### config.mk
export PLATFORM = sky130hd
export DESIGN_NAME = ethernet_mac_rewriter
export DESIGN_NICKNAME = d
export VERILOG_FILES = /design/src/rtl/ethmr_pkg.sv /design/src/rtl/ethernet_mac_rewriter.sv /design/src/rtl/ethmr_fifo.sv /design/src/rtl/ethmr_front.sv /design/src/rtl/ethmr_back.sv
export SDC_FILE = /design/constraint.sdc
export NUM_CORES = 2
export LEC_CHECK = 0
export ABC_AREA = 1
export BUFFER_PORTS_ARGS = -buffer_cell sky130_fd_sc_hd__buf_2
export CAP_MARGIN = 40
export CORE_MARGIN = 10
export CORE_UTILIZATION = 45
export CTS_CLUSTER_DIAMETER = 60
export DETAILED_ROUTE_END_ITERATION = 10
export HOLD_SLACK_MARGIN = 0.05
export PLACE_DENSITY_LB_ADDON = 0.08
export SYNTH_ARGS = -nofsm -noshare
export SYNTH_HDL_FRONTEND = slang
export SYNTH_SLANG_ARGS = --single-unit
### constraint.sdc
create_clock -name clk -period 11.2 [get_ports clk]
set_input_delay 0.56 -clock clk [delete_from_list [all_inputs] [get_ports clk]]
set_output_delay 0.56 -clock clk [all_outputs]
set_load 0.05 [all_outputs]
### src/rtl/ethmr_pkg.sv
// ethmr_pkg: shared types, constants and helper functions of the mac rewriter
// used by every module under rtl but ethmr_fifo, depends on nothing
`default_nettype none
package ethmr_pkg;

  localparam int CFG_IDX_W    = 8;
  localparam int MAC_W        = 48;
  localparam int IN_TDATA_W   = 72;
  localparam int OUT_TDATA_W  = 104;
  localparam int HDR_BYTES    = 38;
  localparam int REL_BYTES    = 42;
  localparam int DQ_DEPTH     = 4;

  localparam logic [CFG_IDX_W-1:0] REG_HOST_MAC  = 8'd0;
  localparam logic [CFG_IDX_W-1:0] REG_GUEST_MAC = 8'd1;

  localparam logic [15:0] ETH_ARP     = 16'h0806;
  localparam logic [15:0] ETH_IP      = 16'h0800;
  localparam logic [7:0]  IP_UDP      = 8'd17;
  localparam logic [15:0] PORT_SERVER = 16'd67;
  localparam logic [15:0] PORT_CLIENT = 16'd68;
  localparam logic [7:0]  HTYPE_ETH   = 8'd1;
  localparam logic [7:0]  HLEN_ETH    = 8'd6;

  typedef struct packed {
    logic [63:0] data;
    logic [3:0]  count;
    logic        last;
  } wrd_t;

  typedef struct packed {
    logic        dst_e;
    logic        src_e;
    logic        arp_e;
    logic [6:0]  arp_off;
    logic        dhcp_e;
    logic [6:0]  ch_off;
    logic        ck_e;
    logic [6:0]  ck_off;
    logic [15:0] ck_val;
    logic [47:0] to_mac;
    logic [31:0] gip;
    logic        learned;
  } dec_t;

  function automatic logic [7:0] lane_byte(input logic [63:0] w, input logic [2:0] lane);
    logic [2:0] rl;
    rl = 3'd7 - lane;
    return w[{rl, 3'b000} +: 8];
  endfunction

  function automatic logic [7:0] mac_byte(input logic [47:0] m, input logic [6:0] idx);
    logic [7:0] r;
    case (idx)
      7'd0: r = m[47:40];
      7'd1: r = m[39:32];
      7'd2: r = m[31:24];
      7'd3: r = m[23:16];
      7'd4: r = m[15:8];
      7'd5: r = m[7:0];
      default: r = 8'h00;
    endcase
    return r;
  endfunction

  // sum of inverted old and new 16-bit chunks for the checksum update
  function automatic logic [18:0] ck_const(input logic [47:0] oldm, input logic [47:0] newm);
    logic [18:0] s;
    logic [15:0] t;
    s = '0;
    for (int i = 0; i < 3; i++) begin
      t = ~oldm[16*i +: 16];
      s = s + 19'(t) + 19'(newm[16*i +: 16]);
    end
    return s;
  endfunction

endpackage
`default_nettype wire

### src/rtl/ethernet_mac_rewriter.sv
// ethernet_mac_rewriter: top level, config registers, word and decision queues
// depends on ethmr_pkg, ethmr_fifo, ethmr_front, ethmr_back
//
// channel  dir  handshake                fields
// in_      in   in_tvalid/in_tready      tdata, tlast, tuser
// out_     out  out_tvalid/out_tready    tdata, tlast
// cfg_     in   cfg_valid/cfg_ready      cfg_index, cfg_data
//
// one word per cycle sustained on both sides unless stalled; the word queue
// holds a frame's first DELAY_DEPTH words until its edit decision, registered
// in ethmr_front and the decision queue, reaches ethmr_back. a frame's first
// word leaves after its DELAY_DEPTH-th or last word arrives. reset is synchronous,
// no clearing pass; either side may stall freely, cfg_ready is always high
`default_nettype none
module ethernet_mac_rewriter import ethmr_pkg::*; #(
  parameter int DELAY_DEPTH = 16
) (
  input  wire logic                   clk,
  input  wire logic                   rst_n,
  input  wire logic                   in_tvalid,
  output logic                        in_tready,
  input  wire logic [IN_TDATA_W-1:0]  in_tdata,   // data_word, byte_count, zero pad
  input  wire logic                   in_tlast,
  input  wire logic                   in_tuser,   // to_guest
  output logic                        out_tvalid,
  input  wire logic                   out_tready,
  output logic [OUT_TDATA_W-1:0]      out_tdata,  // out_word, out_count, guest_ip,
                                                  // ip_learned, zero pad
  output logic                        out_tlast,
  input  wire logic                   cfg_valid,
  output logic                        cfg_ready,
  input  wire logic [CFG_IDX_W-1:0]   cfg_index,
  input  wire logic [MAC_W-1:0]       cfg_data
);
  localparam int WQ_DEPTH = 2 ** ($clog2(DELAY_DEPTH) + 1);

  logic [MAC_W-1:0] host_mac_r, guest_mac_r;
  logic             acc;
  logic             wq_afull, wq_valid, wq_pop;
  wrd_t             wq_in, wq_head;
  logic             dq_afull, dq_valid, dq_pop, dq_push;
  dec_t             dq_in, dq_head;

  assign cfg_ready = 1'b1;
  assign in_tready = !wq_afull && !dq_afull;
  assign acc       = in_tvalid && in_tready;

  always_ff @(posedge clk) begin
    if (!rst_n) begin
      host_mac_r  <= '0;
      guest_mac_r <= '0;
    end else if (cfg_valid && cfg_ready) begin
      case (cfg_index)
        REG_HOST_MAC:  host_mac_r  <= cfg_data;
        REG_GUEST_MAC: guest_mac_r <= cfg_data;
        default: ;
      endcase
    end
  end

  assign wq_in.data  = in_tdata[63:0];
  assign wq_in.count = in_tdata[67:64];
  assign wq_in.last  = in_tlast;

  ethmr_front #(.DELAY_DEPTH(DELAY_DEPTH)) u_front (
    .clk(clk), .rst_n(rst_n), .acc(acc),
    .data_word(in_tdata[63:0]), .byte_count(in_tdata[67:64]),
    .last(in_tlast), .to_guest(in_tuser),
    .host_mac(host_mac_r), .guest_mac(guest_mac_r),
    .dec_push(dq_push), .dec(dq_in)
  );

  ethmr_fifo #(.W($bits(wrd_t)), .DEPTH(WQ_DEPTH)) u_wq (
    .clk(clk), .rst_n(rst_n), .push(acc), .wdata(wq_in),
    .afull(wq_afull), .hvalid(wq_valid), .hdata(wq_head), .pop(wq_pop)
  );

  ethmr_fifo #(.W($bits(dec_t)), .DEPTH(DQ_DEPTH)) u_dq (
    .clk(clk), .rst_n(rst_n), .push(dq_push), .wdata(dq_in),
    .afull(dq_afull), .hvalid(dq_valid), .hdata(dq_head), .pop(dq_pop)
  );

  ethmr_back u_back (
    .clk(clk), .rst_n(rst_n),
    .wq_valid(wq_valid), .wq_head(wq_head), .wq_pop(wq_pop),
    .dq_valid(dq_valid), .dq_head(dq_head), .dq_pop(dq_pop),
    .out_tvalid(out_tvalid), .out_tready(out_tready),
    .out_tdata(out_tdata), .out_tlast(out_tlast)
  );
endmodule
`default_nettype wire

### src/rtl/ethmr_fifo.sv
// ethmr_fifo: memory queue with a registered head entry
// generic, depends on nothing; DEPTH must be a power of two
`default_nettype none
module ethmr_fifo #(
  parameter int W     = 8,
  parameter int DEPTH = 4
) (
  input  wire logic         clk,
  input  wire logic         rst_n,
  input  wire logic         push,
  input  wire logic [W-1:0] wdata,
  output logic              afull,
  output logic              hvalid,
  output logic [W-1:0]      hdata,
  input  wire logic         pop
);
  localparam int AW = $clog2(DEPTH);
  localparam int CW = $clog2(DEPTH + 1);

  logic [W-1:0]  mem [DEPTH];
  logic [AW-1:0] wp_r, rp_r;
  logic [CW-1:0] cnt_r;
  logic          hv_r;
  logic [W-1:0]  hd_r;
  logic          load;

  assign load   = (cnt_r != '0) && (!hv_r || pop);
  assign afull  = cnt_r >= CW'(DEPTH - 1);
  assign hvalid = hv_r;
  assign hdata  = hd_r;

  always_ff @(posedge clk) begin
    if (push) mem[wp_r] <= wdata;
    if (load) hd_r <= mem[rp_r];
  end

  always_ff @(posedge clk) begin
    if (!rst_n) begin
      wp_r  <= '0;
      rp_r  <= '0;
      cnt_r <= '0;
      hv_r  <= 1'b0;
    end else begin
      if (push) wp_r <= wp_r + AW'(1);
      if (load) rp_r <= rp_r + AW'(1);
      cnt_r <= cnt_r + CW'(push) - CW'(load);
      if (load) begin
        hv_r <= 1'b1;
      end else if (pop) begin
        hv_r <= 1'b0;
      end
    end
  end
endmodule
`default_nettype wire

### src/rtl/ethmr_front.sv
// ethmr_front: tracks frame position, captures header bytes and decides the edits
// depends on ethmr_pkg
`default_nettype none
module ethmr_front import ethmr_pkg::*; #(
  parameter int DELAY_DEPTH = 16
) (
  input  wire logic        clk,
  input  wire logic        rst_n,
  input  wire logic        acc,
  input  wire logic [63:0] data_word,
  input  wire logic [3:0]  byte_count,
  input  wire logic        last,
  input  wire logic        to_guest,
  input  wire logic [47:0] host_mac,
  input  wire logic [47:0] guest_mac,
  output logic             dec_push,
  output dec_t             dec
);
  localparam int POS_W = $clog2(DELAY_DEPTH + 1);
  localparam int LEN_W = $clog2(8 * DELAY_DEPTH + 1);

  logic [POS_W-1:0] pos_r, pos_nxt;
  logic             dir_r;
  logic [7:0]       hdr_r [HDR_BYTES];
  logic [7:0]       hdr_nxt [HDR_BYTES];
  logic [7:0]       rel_r [REL_BYTES];
  logic [7:0]       rel_nxt [REL_BYTES];
  logic             d1_v_r, d1_tg_r;
  logic [LEN_W-1:0] d1_len_r;
  logic [18:0]      k_tg_r, k_fg_r;
  logic [31:0]      lip_r, lip_nxt;

  logic             tg_cur, dec_now;
  logic [LEN_W-1:0] len_cur;
  logic [3:0]       cnt_clip;
  logic [7:0]       u_cap;

  assign cnt_clip = (byte_count > 4'd8) ? 4'd8 : byte_count;
  assign tg_cur   = (pos_r == '0) ? to_guest : dir_r;
  assign len_cur  = last ? (LEN_W'({pos_r, 3'b000}) + LEN_W'(cnt_clip))
                         : LEN_W'(8 * DELAY_DEPTH);
  assign dec_now  = acc && (last ? (pos_r < POS_W'(DELAY_DEPTH))
                                 : (pos_r == POS_W'(DELAY_DEPTH - 1)));
  assign u_cap    = 8'd14 + {2'b00, hdr_r[14][3:0], 2'b00};

  always_comb begin
    pos_nxt = pos_r;
    if (acc) begin
      if (last) begin
        pos_nxt = '0;
      end else if (pos_r < POS_W'(DELAY_DEPTH)) begin
        pos_nxt = pos_r + POS_W'(1);
      end
    end
  end

  always_comb begin
    logic [7:0] abs_k;
    abs_k = '0;
    for (int k = 0; k < HDR_BYTES; k++) begin
      hdr_nxt[k] = hdr_r[k];
      if (acc && pos_r == POS_W'(k >> 3)) hdr_nxt[k] = lane_byte(data_word, 3'(k & 7));
    end
    for (int k = 0; k < REL_BYTES; k++) begin
      rel_nxt[k] = rel_r[k];
      abs_k = u_cap + 8'(k);
      if (acc && pos_r >= POS_W'(2) && POS_W'(abs_k[7:3]) == pos_r)
        rel_nxt[k] = lane_byte(data_word, abs_k[2:0]);
    end
  end

  always_ff @(posedge clk) begin
    hdr_r    <= hdr_nxt;
    rel_r    <= rel_nxt;
    d1_tg_r  <= tg_cur;
    d1_len_r <= len_cur;
    k_tg_r   <= ck_const(guest_mac, host_mac);
    k_fg_r   <= ck_const(host_mac, guest_mac);
    if (acc && pos_r == '0) dir_r <= to_guest;
  end

  always_ff @(posedge clk) begin
    if (!rst_n) begin
      pos_r  <= '0;
      d1_v_r <= 1'b0;
      lip_r  <= '0;
    end else begin
      pos_r  <= pos_nxt;
      d1_v_r <= dec_now;
      if (d1_v_r) lip_r <= lip_nxt;
    end
  end

  // edit decision, formed in the cycle after the deciding word is taken
  logic [47:0] from_m, to_m, dmac, smac, amac_s, amac_t, chaddr;
  logic [15:0] et, sp, dp, ck_old, ck_new;
  logic [15:0] ck_inv;
  logic [3:0]  ihl;
  logic [6:0]  u;
  logic        l14, arp, arp_e, ip_ok, port_ok, dhcp_e, learn;
  logic [LEN_W-1:0] arp_need;
  logic [18:0] s0, kk;
  logic [16:0] f1;
  logic [16:0] f2;

  assign from_m = d1_tg_r ? guest_mac : host_mac;
  assign to_m   = d1_tg_r ? host_mac : guest_mac;
  assign dmac   = {hdr_r[0], hdr_r[1], hdr_r[2], hdr_r[3], hdr_r[4], hdr_r[5]};
  assign smac   = {hdr_r[6], hdr_r[7], hdr_r[8], hdr_r[9], hdr_r[10], hdr_r[11]};
  assign amac_s = {hdr_r[22], hdr_r[23], hdr_r[24], hdr_r[25], hdr_r[26], hdr_r[27]};
  assign amac_t = {hdr_r[32], hdr_r[33], hdr_r[34], hdr_r[35], hdr_r[36], hdr_r[37]};
  assign chaddr = {rel_r[36], rel_r[37], rel_r[38], rel_r[39], rel_r[40], rel_r[41]};
  assign et     = {hdr_r[12], hdr_r[13]};
  assign sp     = {rel_r[0], rel_r[1]};
  assign dp     = {rel_r[2], rel_r[3]};
  assign ck_old = {rel_r[6], rel_r[7]};
  assign ihl    = hdr_r[14][3:0];
  assign u      = 7'd14 + {1'b0, ihl, 2'b00};

  assign l14      = d1_len_r >= LEN_W'(14);
  assign arp      = l14 && et == ETH_ARP;
  assign arp_need = d1_tg_r ? LEN_W'(38) : LEN_W'(28);
  assign arp_e    = arp && d1_len_r >= arp_need && (d1_tg_r ? amac_t : amac_s) == from_m;
  assign ip_ok    = l14 && et == ETH_IP && d1_len_r >= LEN_W'(24) && ihl >= 4'd5
                    && hdr_r[23] == IP_UDP && (LEN_W'(u) + LEN_W'(42)) <= d1_len_r;
  assign port_ok  = d1_tg_r ? (sp == PORT_SERVER && dp == PORT_CLIENT)
                            : (sp == PORT_CLIENT && dp == PORT_SERVER);
  assign dhcp_e   = ip_ok && port_ok && rel_r[9] == HTYPE_ETH && rel_r[10] == HLEN_ETH
                    && chaddr == from_m;
  assign learn    = dhcp_e && d1_tg_r;
  assign lip_nxt  = learn ? {rel_r[24], rel_r[25], rel_r[26], rel_r[27]} : lip_r;

  assign ck_inv = ~ck_old;
  assign kk     = d1_tg_r ? k_tg_r : k_fg_r;
  assign s0     = 19'(ck_inv) + kk;
  assign f1     = 17'(s0[15:0]) + 17'(s0[18:16]);
  assign f2     = 17'(f1[15:0]) + 17'(f1[16]);
  assign ck_new = (~f2[15:0] == 16'h0000) ? 16'hFFFF : ~f2[15:0];

  assign dec_push    = d1_v_r;
  assign dec.dst_e   = d1_tg_r && d1_len_r >= LEN_W'(6) && dmac == from_m;
  assign dec.src_e   = !d1_tg_r && d1_len_r >= LEN_W'(12) && smac == from_m;
  assign dec.arp_e   = arp_e;
  assign dec.arp_off = d1_tg_r ? 7'd32 : 7'd22;
  assign dec.dhcp_e  = dhcp_e;
  assign dec.ch_off  = u + 7'd36;
  assign dec.ck_e    = dhcp_e && ck_old != 16'h0000;
  assign dec.ck_off  = u + 7'd6;
  assign dec.ck_val  = ck_new;
  assign dec.to_mac  = to_m;
  assign dec.gip     = lip_nxt;
  assign dec.learned = learn;
endmodule
`default_nettype wire

### src/rtl/ethmr_back.sv
// ethmr_back: applies a frame's edits to its words and drives the output register
// depends on ethmr_pkg
`default_nettype none
module ethmr_back import ethmr_pkg::*; (
  input  wire logic                   clk,
  input  wire logic                   rst_n,
  input  wire logic                   wq_valid,
  input  wire wrd_t                   wq_head,
  output logic                        wq_pop,
  input  wire logic                   dq_valid,
  input  wire dec_t                   dq_head,
  output logic                        dq_pop,
  output logic                        out_tvalid,
  input  wire logic                   out_tready,
  output logic [OUT_TDATA_W-1:0]      out_tdata,
  output logic                        out_tlast
);
  logic        take;
  logic [4:0]  widx_r;
  logic        ov_r;
  logic [63:0] word_r, word_nxt;
  logic [3:0]  cnt_r;
  logic        last_r, lrn_r;
  logic [31:0] gip_r;

  assign take   = wq_valid && dq_valid && (!ov_r || out_tready);
  assign wq_pop = take;
  assign dq_pop = take && wq_head.last;

  always_comb begin
    logic [6:0] b, d;
    logic [7:0] v;
    b = '0;
    d = '0;
    v = '0;
    word_nxt = wq_head.data;
    for (int j = 0; j < 8; j++) begin
      b = {widx_r[3:0], 3'(j)};
      v = lane_byte(wq_head.data, 3'(j));
      if (!widx_r[4]) begin
        if (dq_head.dst_e && b < 7'd6) v = mac_byte(dq_head.to_mac, b);
        if (dq_head.src_e && b >= 7'd6 && b < 7'd12) v = mac_byte(dq_head.to_mac, b - 7'd6);
        d = b - dq_head.arp_off;
        if (dq_head.arp_e && d < 7'd6) v = mac_byte(dq_head.to_mac, d);
        d = b - dq_head.ch_off;
        if (dq_head.dhcp_e && d < 7'd6) v = mac_byte(dq_head.to_mac, d);
        d = b - dq_head.ck_off;
        if (dq_head.ck_e && d == 7'd0) v = dq_head.ck_val[15:8];
        if (dq_head.ck_e && d == 7'd1) v = dq_head.ck_val[7:0];
      end
      word_nxt[8*(7-j) +: 8] = v;
    end
  end

  always_ff @(posedge clk) begin
    if (take) begin
      word_r <= word_nxt;
      cnt_r  <= wq_head.count;
      last_r <= wq_head.last;
      gip_r  <= dq_head.gip;
      lrn_r  <= dq_head.learned;
    end
  end

  always_ff @(posedge clk) begin
    if (!rst_n) begin
      ov_r   <= 1'b0;
      widx_r <= '0;
    end else begin
      if (take) begin
        ov_r <= 1'b1;
      end else if (out_tready) begin
        ov_r <= 1'b0;
      end
      if (take) begin
        if (wq_head.last) begin
          widx_r <= '0;
        end else if (!widx_r[4]) begin
          widx_r <= widx_r + 5'd1;
        end
      end
    end
  end

  assign out_tvalid = ov_r;
  assign out_tlast  = last_r;
  assign out_tdata  = {3'b000, lrn_r, gip_r, cnt_r, word_r};
endmodule
`default_nettype wire

## Word-level counts from Yosys, hierarchy flattened

Memories as Yosys holds them, arrays and structs flattened. A register that Yosys moved wholly into a read port is not among the register bits.
Cells that the tools add are included.

- RAM bits: 2696
- Memories: 2
- Output and inout bits: 108
- Input bits: 135
- Bits in latches: 0
- Flip-flop bits (word level): 794
- Logic and storage cells: 690
- Bits in read-only memories: 0

Memory list:

| name | words | bits a word | rd ports | clocked after memory_dff | write ports | line | text |
|---|---|---|---|---|---|---|---|
| u_wq.mem | 32 | 69 | 1 | 1 | 1 | ethmr_fifo.sv:20 | `logic [W-1:0] mem [DEPTH];` |
| u_dq.mem | 4 | 122 | 1 | 1 | 1 | ethmr_fifo.sv:20 |  |

- Shift operators: 18
- Equality and inequality tests: 166
- Div/mod/pow operators: 0
- Magnitude comparators: 52
- $add $sub $neg: 96
- Bitwise logic cells: 8
- $mul: 0
- Mux-type cells: 112
- Reductions and logical operators: 164

Operator list:

| kind | count |
|---|---|
| $pmux 8 s6 | 24 |
| $shiftx 64x7->8 | 18 |
| $mux 8 | 62 |
| $eq 7x2->1 const B | 48 |
| $eq 7x3->1 const B | 48 |
| $eq 7x1->1 const B | 32 |
| $logic_not 7->1 | 32 |
| $eq 48x48->1 | 4 |
| $lt 7x3->1 const B | 24 |
| $sub 7x7->7 | 24 |
| $add 19x16->19 | 8 |
| $mux 48 | 3 |
| $not 16->16 | 8 |
| $logic_and 1x1->1 | 108 |
| $eq 5x5->1 | 18 |
| $eq 16x7->1 const B | 4 |
| $ge 7x3->1 const B | 8 |
| $lt 7x4->1 const B | 8 |
| $sub 7x3->7 const B | 8 |
| $sub 3x3->3 const A | 18 |
| $add 8x6->8 const B | 6 |
| $add 16x16->17 | 2 |
| $add 8x5->8 const B | 4 |
| $eq 16x12->1 const B | 2 |
| 55 further kinds | 95 |

## Longest topological paths before layout

- Word-level depth: 12
- Gate-level depth with buffers: 49
- Gate-level depth less buffers: 41

## Cells and area by module

From an unflattened synthesis, not the netlist that was laid out.

- Cells, all modules: 17593
- Area, all modules: 169476.3 um^2

By module, submodules not included:

| module | cells an instance | area each (um^2) | seq. area each (um^2) | times used |
|---|---|---|---|---|
| ethmr_fifo at u_wq | 9216 | 97038.1 | 68715.9 | 1 |
| ethmr_front | 2898 | 26908.3 | 12421.9 | 1 |
| ethmr_fifo at u_dq | 1376 | 22358.9 | 18627.9 | 1 |
| ethmr_back | 3514 | 19170.9 | 3183.1 | 1 |
| ethernet_mac_rewriter | 589 | 4000.1 | 1921.8 | 1 |

## Worst setup path after synthesis

OpenSTA, ideal clock, no wires.

- Path kind: input port to flip-flop
- From: input port out_tready
- To: register u_dq.cnt_r[2]
- Path slack: 0.532 ns
- Setup time: 0.128 ns
- Buffers on the path: 0
- Required time: 11.072 ns
- Arrival time: 10.540 ns
- Stages on the path: 13
- Cell sequence: inv_1 > nand2_1 > nand3_1 > inv_1 > nand2_1 > a21oi_1 > ha_1 > inv_1 > ha_1 > inv_1 > fa_1 > xor2_1 > nor2_1

- Word-level cells in the longest chain between the ends: 6

RTL lines:

| what | line | text |
|---|---|---|
| from (decl) | ethernet_mac_rewriter.sv:26 | `input wire logic out_tready,` |
| $logic_or 1x1->1 | ethmr_back.sv:26 | `assign take = wq_valid && dq_valid && (!ov_r \|\| out_tready);` |
| $logic_and 1x1->1 | ethmr_back.sv:26 |  |
| named net u_back.wq_pop | ethmr_back.sv:9 | `output logic wq_pop,` |
| $logic_and 1x1->1 | ethmr_back.sv:28 | `assign dq_pop = take && wq_head.last;` |
| $logic_or 1x1->1 | ethmr_fifo.sv:27 | `assign load = (cnt_r != '0) && (!hv_r \|\| pop);` |
| $logic_and 1x1->1 | ethmr_fifo.sv:27 |  |
| named net u_dq.load | ethmr_fifo.sv:25 | `logic load;` |
| $sub 3x1->3 | ethmr_fifo.sv:46 | `cnt_r <= cnt_r + CW'(push) - CW'(load);` |
| to (signal assigned) | ethmr_fifo.sv:46 |  |
| to (decl) | ethmr_fifo.sv:22 | `logic [CW-1:0] cnt_r;` |

The timed path passes the listed nets, and every way through them passes these cells.
A chain may end at the register's enable or synchronous reset.

==> flow_metrics.tcl <==
set metrics [dict create \
    synth.avg_cell_area_sq_um 12.4 \
    drt_iter0_drc 11800 \
    dpl.hpwl_mm 315 \
    synth-edff-count 3306 \
    setup_ws_ps 3400 \
    timing.rr.start "u_front.d1_tg_r" \
    report.final.slew_viol_count 0 \
    drc 0 \
    relSlewSlack_pct 26.0 \
    cts_made_buffers 383 \
    setup_viol 0 \
    wl_per_cell_um 30.0 \
    power.leakage_nw 57.9 \
    clockBufferDepth 4 \
    final.period_utilization_pct 69.6 \
    cpMostUsedCell "nand2_1" \
    critical_path.max_fanout 67 \
    num_rows 210 \
    insertion_delay_ps 990 \
    htree_levels 5 \
    via_per_inst 5.96 \
    yosysUniqueCellTypes 65 \
    yosys.area.top_type_share_pct 67.3 \
    core_sq_um 327000 \
    nNetsFinal 12700 \
    ir_drop_mv 0.159 \
    cts_tree "done" \
    hold_end "u_front.d1_len_r[1]" \
    skew_ps 57.2 \
    antenna_found_initial 69 \
    grt_pass1_vias 95900 \
    r2r_setup_slack_ps 3400 \
    clk_pin_slew_ps 60 \
    die_y_um 592 \
    synth-seq-area-share_pct 70.2 \
    cp_slowest_cell "dfxtp_4" \
    hold_violations 0 \
    critPathRequiredTime_ps 11980 \
    synth_ff_type "edfxtp_1" \
    min_path_cells 3 \
    period_minus_slack_ps 7800 \
    rsz0062_at_grt "no" \
    status "complete, no violations" \
    post_route_cells_drive_above_1_share_pct 10.5 \
    yosysTopAreaCell "edfxtp_1" \
    port_buffers 234 \
    syn2layout_area_growth_pct 14.2 \
    start_util_pct 45.1 \
    crit_type "reg -> reg" \
    grt_overflow 0 \
    gp_congestion 0.904 \
    cap_viol_max_count 0 \
    routed_wl_mm 508 \
    reg2reg_to "u_dq.mem[1][82]" \
    hold_path_class "in -> reg" \
    p_per_area_nw_per_um2 235 \
    die_area_sq_um 351000 \
    syn_area_sq_um 147000 \
    postCtsSetupBuffers 0 \
    yosysMostFrequentCell "edfxtp_1" \
    layoutNonFillerInstCount 16900 \
    synth_area_leaders "edfxtp_1, o21ai_0, nor2_1, dfxtp_1, nand2_1" \
    whs_ps 93.8 \
    dr.pass1.iters 8 \
    cp.arrival_ps 8580 \
    postCtsResizedCells 0 \
    yosys_warnings 0 \
    ys_top_cells_by_count "edfxtp_1, o21ai_0, nor2_1" \
    synthCells 11900 \
    hp-start "in_tdata[65]" \
    worstSetupStartpointType "flop" \
    ant_nets 0 \
    synth-async-reset-ratio_pct 0 \
    worstRegToRegCells 37 \
    max_freq_ghz 0.128 \
    cts_sinks 3518 \
    clock-root-buffer "clkbuf_16" \
    tightestPinTransition_ps 1110 \
    die_w_um 592 \
    grt_usage_pct 28.0 \
    grt_max_degree 181 \
    end_kind "flop" \
    dr_total_vias 101000 \
    synth_seq_cells 3518 \
    ios 243 \
    dp_slack_ps 3340 \
    numPlacedInstances 16200 \
    grt_pass1_wl_mm 712 \
    slowest_delay_ps 750 \
    setup_tns_ps 0 \
]
==> flip-flops by register name (all words and copies together) (netlist names), 32 cells and up <==
name / flops
u_back.word_r: 64
u_front.rel_r: 64
u_dq.mem: 456
u_front.dmac: 48
u_dq.hdata: 114
guest_mac_r: 48
u_front.hdr_r: 52
u_front.amac_t: 48
u_wq.hdata: 69
u_front.chaddr: 48
u_front.lip_r: 32
u_wq.mem: 2208
host_mac_r: 48
u_front.amac_s: 48
u_back.gip_r: 32
==> stage by stage <==
stage	cell area, sq um	util (%)	total power [W]
finish	168000	51.5	0.0395
global placement	154000	47.1	0.0270
global route	168000	51.5	0.0412
detailed placement	155000	47.6	0.0273
floorplan	147000	-	0.0227
CTS	168000	51.5	0.0396
==> cell type report <==
class,instances,area (sq um)
fill,28000,159000
sequential,3518,104000
multi-input combinational,6939,38700
clock buffer,498,10300
timing repair buffer,676,5570
tap,4346,5440
inverter,746,2870
clock inverter,203,1890
antenna,22,55.1
==> power breakdown <==
part | total, W | leakage (nW) | switching (W) | internal (W)
sequential | 0.0163 | 31.3 | 0.000694 | 0.0156
clock | 0.0123 | 5.93 | 0.00528 | 0.00707
combinational | 0.0109 | 20.6 | 0.00802 | 0.00283
total | 0.0395 | 57.9 | 0.0140 | 0.0255
==> how the worst max path moves through the flow <==
stage / from / to / slack (ps) / cells past startpoint
final: u_front.d1_tg_r / u_dq.mem[1][82] / 3400 / 37
after global routing: u_front.d1_tg_r / u_dq.mem[2][88] / 2630 / 37
after CTS: u_front.d1_tg_r / u_dq.mem[1][82] / 3290 / 37
after detailed placement: u_front.d1_tg_r / u_dq.mem[1][82] / 3340 / 37
after global placement: u_front.d1_tg_r / u_dq.mem[0][82] / 3340 / 37
after floorplan: out_tready / u_dq.cnt_r[2] / 530 / 13
==> per-layer routing <==
metal / track usage (%) / up-vias / part of all wire, %
met5: 0 / - / 0.043
met4: 10.6 / 34 / 4.2
met1: 38.4 / 51200 / 41
met2: 45.1 / 4539 / 47
met3: 4.58 / 890 / 8.1
li1: - / 44300 / -
==> critical path, delay by kind of cell (launching register included) <==
kind | cells | cell delay (ps)
simple gates | 26 | 3710
flops | 1 | 750
fa+ha+maj | 5 | 1410
compound gates | 3 | 520
xor+xnor | 1 | 300
buf+inv | 2 | 770
==> logic make-up after synthesis <==
kind of cell,count (synthesis),synth area share (%)
multiplexers,37,0.252
other,2,0.00509
flip-flops,3518,70.2
AO/OA/AOI/OAI,3129,12.5
buffers and inverters,1466,3.82
adder cells (fa/ha/maj),270,2.84
XOR/XNOR,210,1.25
AND/OR/NAND/NOR,3289,9.15
==> cell usage in the layout (no fill, tap or decap), types with 80 or more instances in the layout <==
cell       Yosys  final
buf_4          9    287
edfxtp_1    3306   3306
clkbuf_16      0    391
a211oi_1     125    125
a21oi_1      224    223
o221ai_1     228    228
ha_1         163    163
nand2_1     1029   1029
clkinv_1       6     80
o22ai_1      537    537
inv_1        732    717
fa_1         107    107
nand4_1       92     92
nor2_1      1697   1661
buf_2         26    250
xor2_1       137    137
dfxtp_1      212    203
clkbuf_1     655     95
o21ai_0     1710   1702
nand3_1      241    241
==> what timing repair did <==
item | in CTS | in global routing
hold buffers | 65 | 0
endpoints found under the setup margin | 0 | 0
endpoints found under the hold margin | 250 | 0
Note: power is estimated with default switching activity, not from simulation.
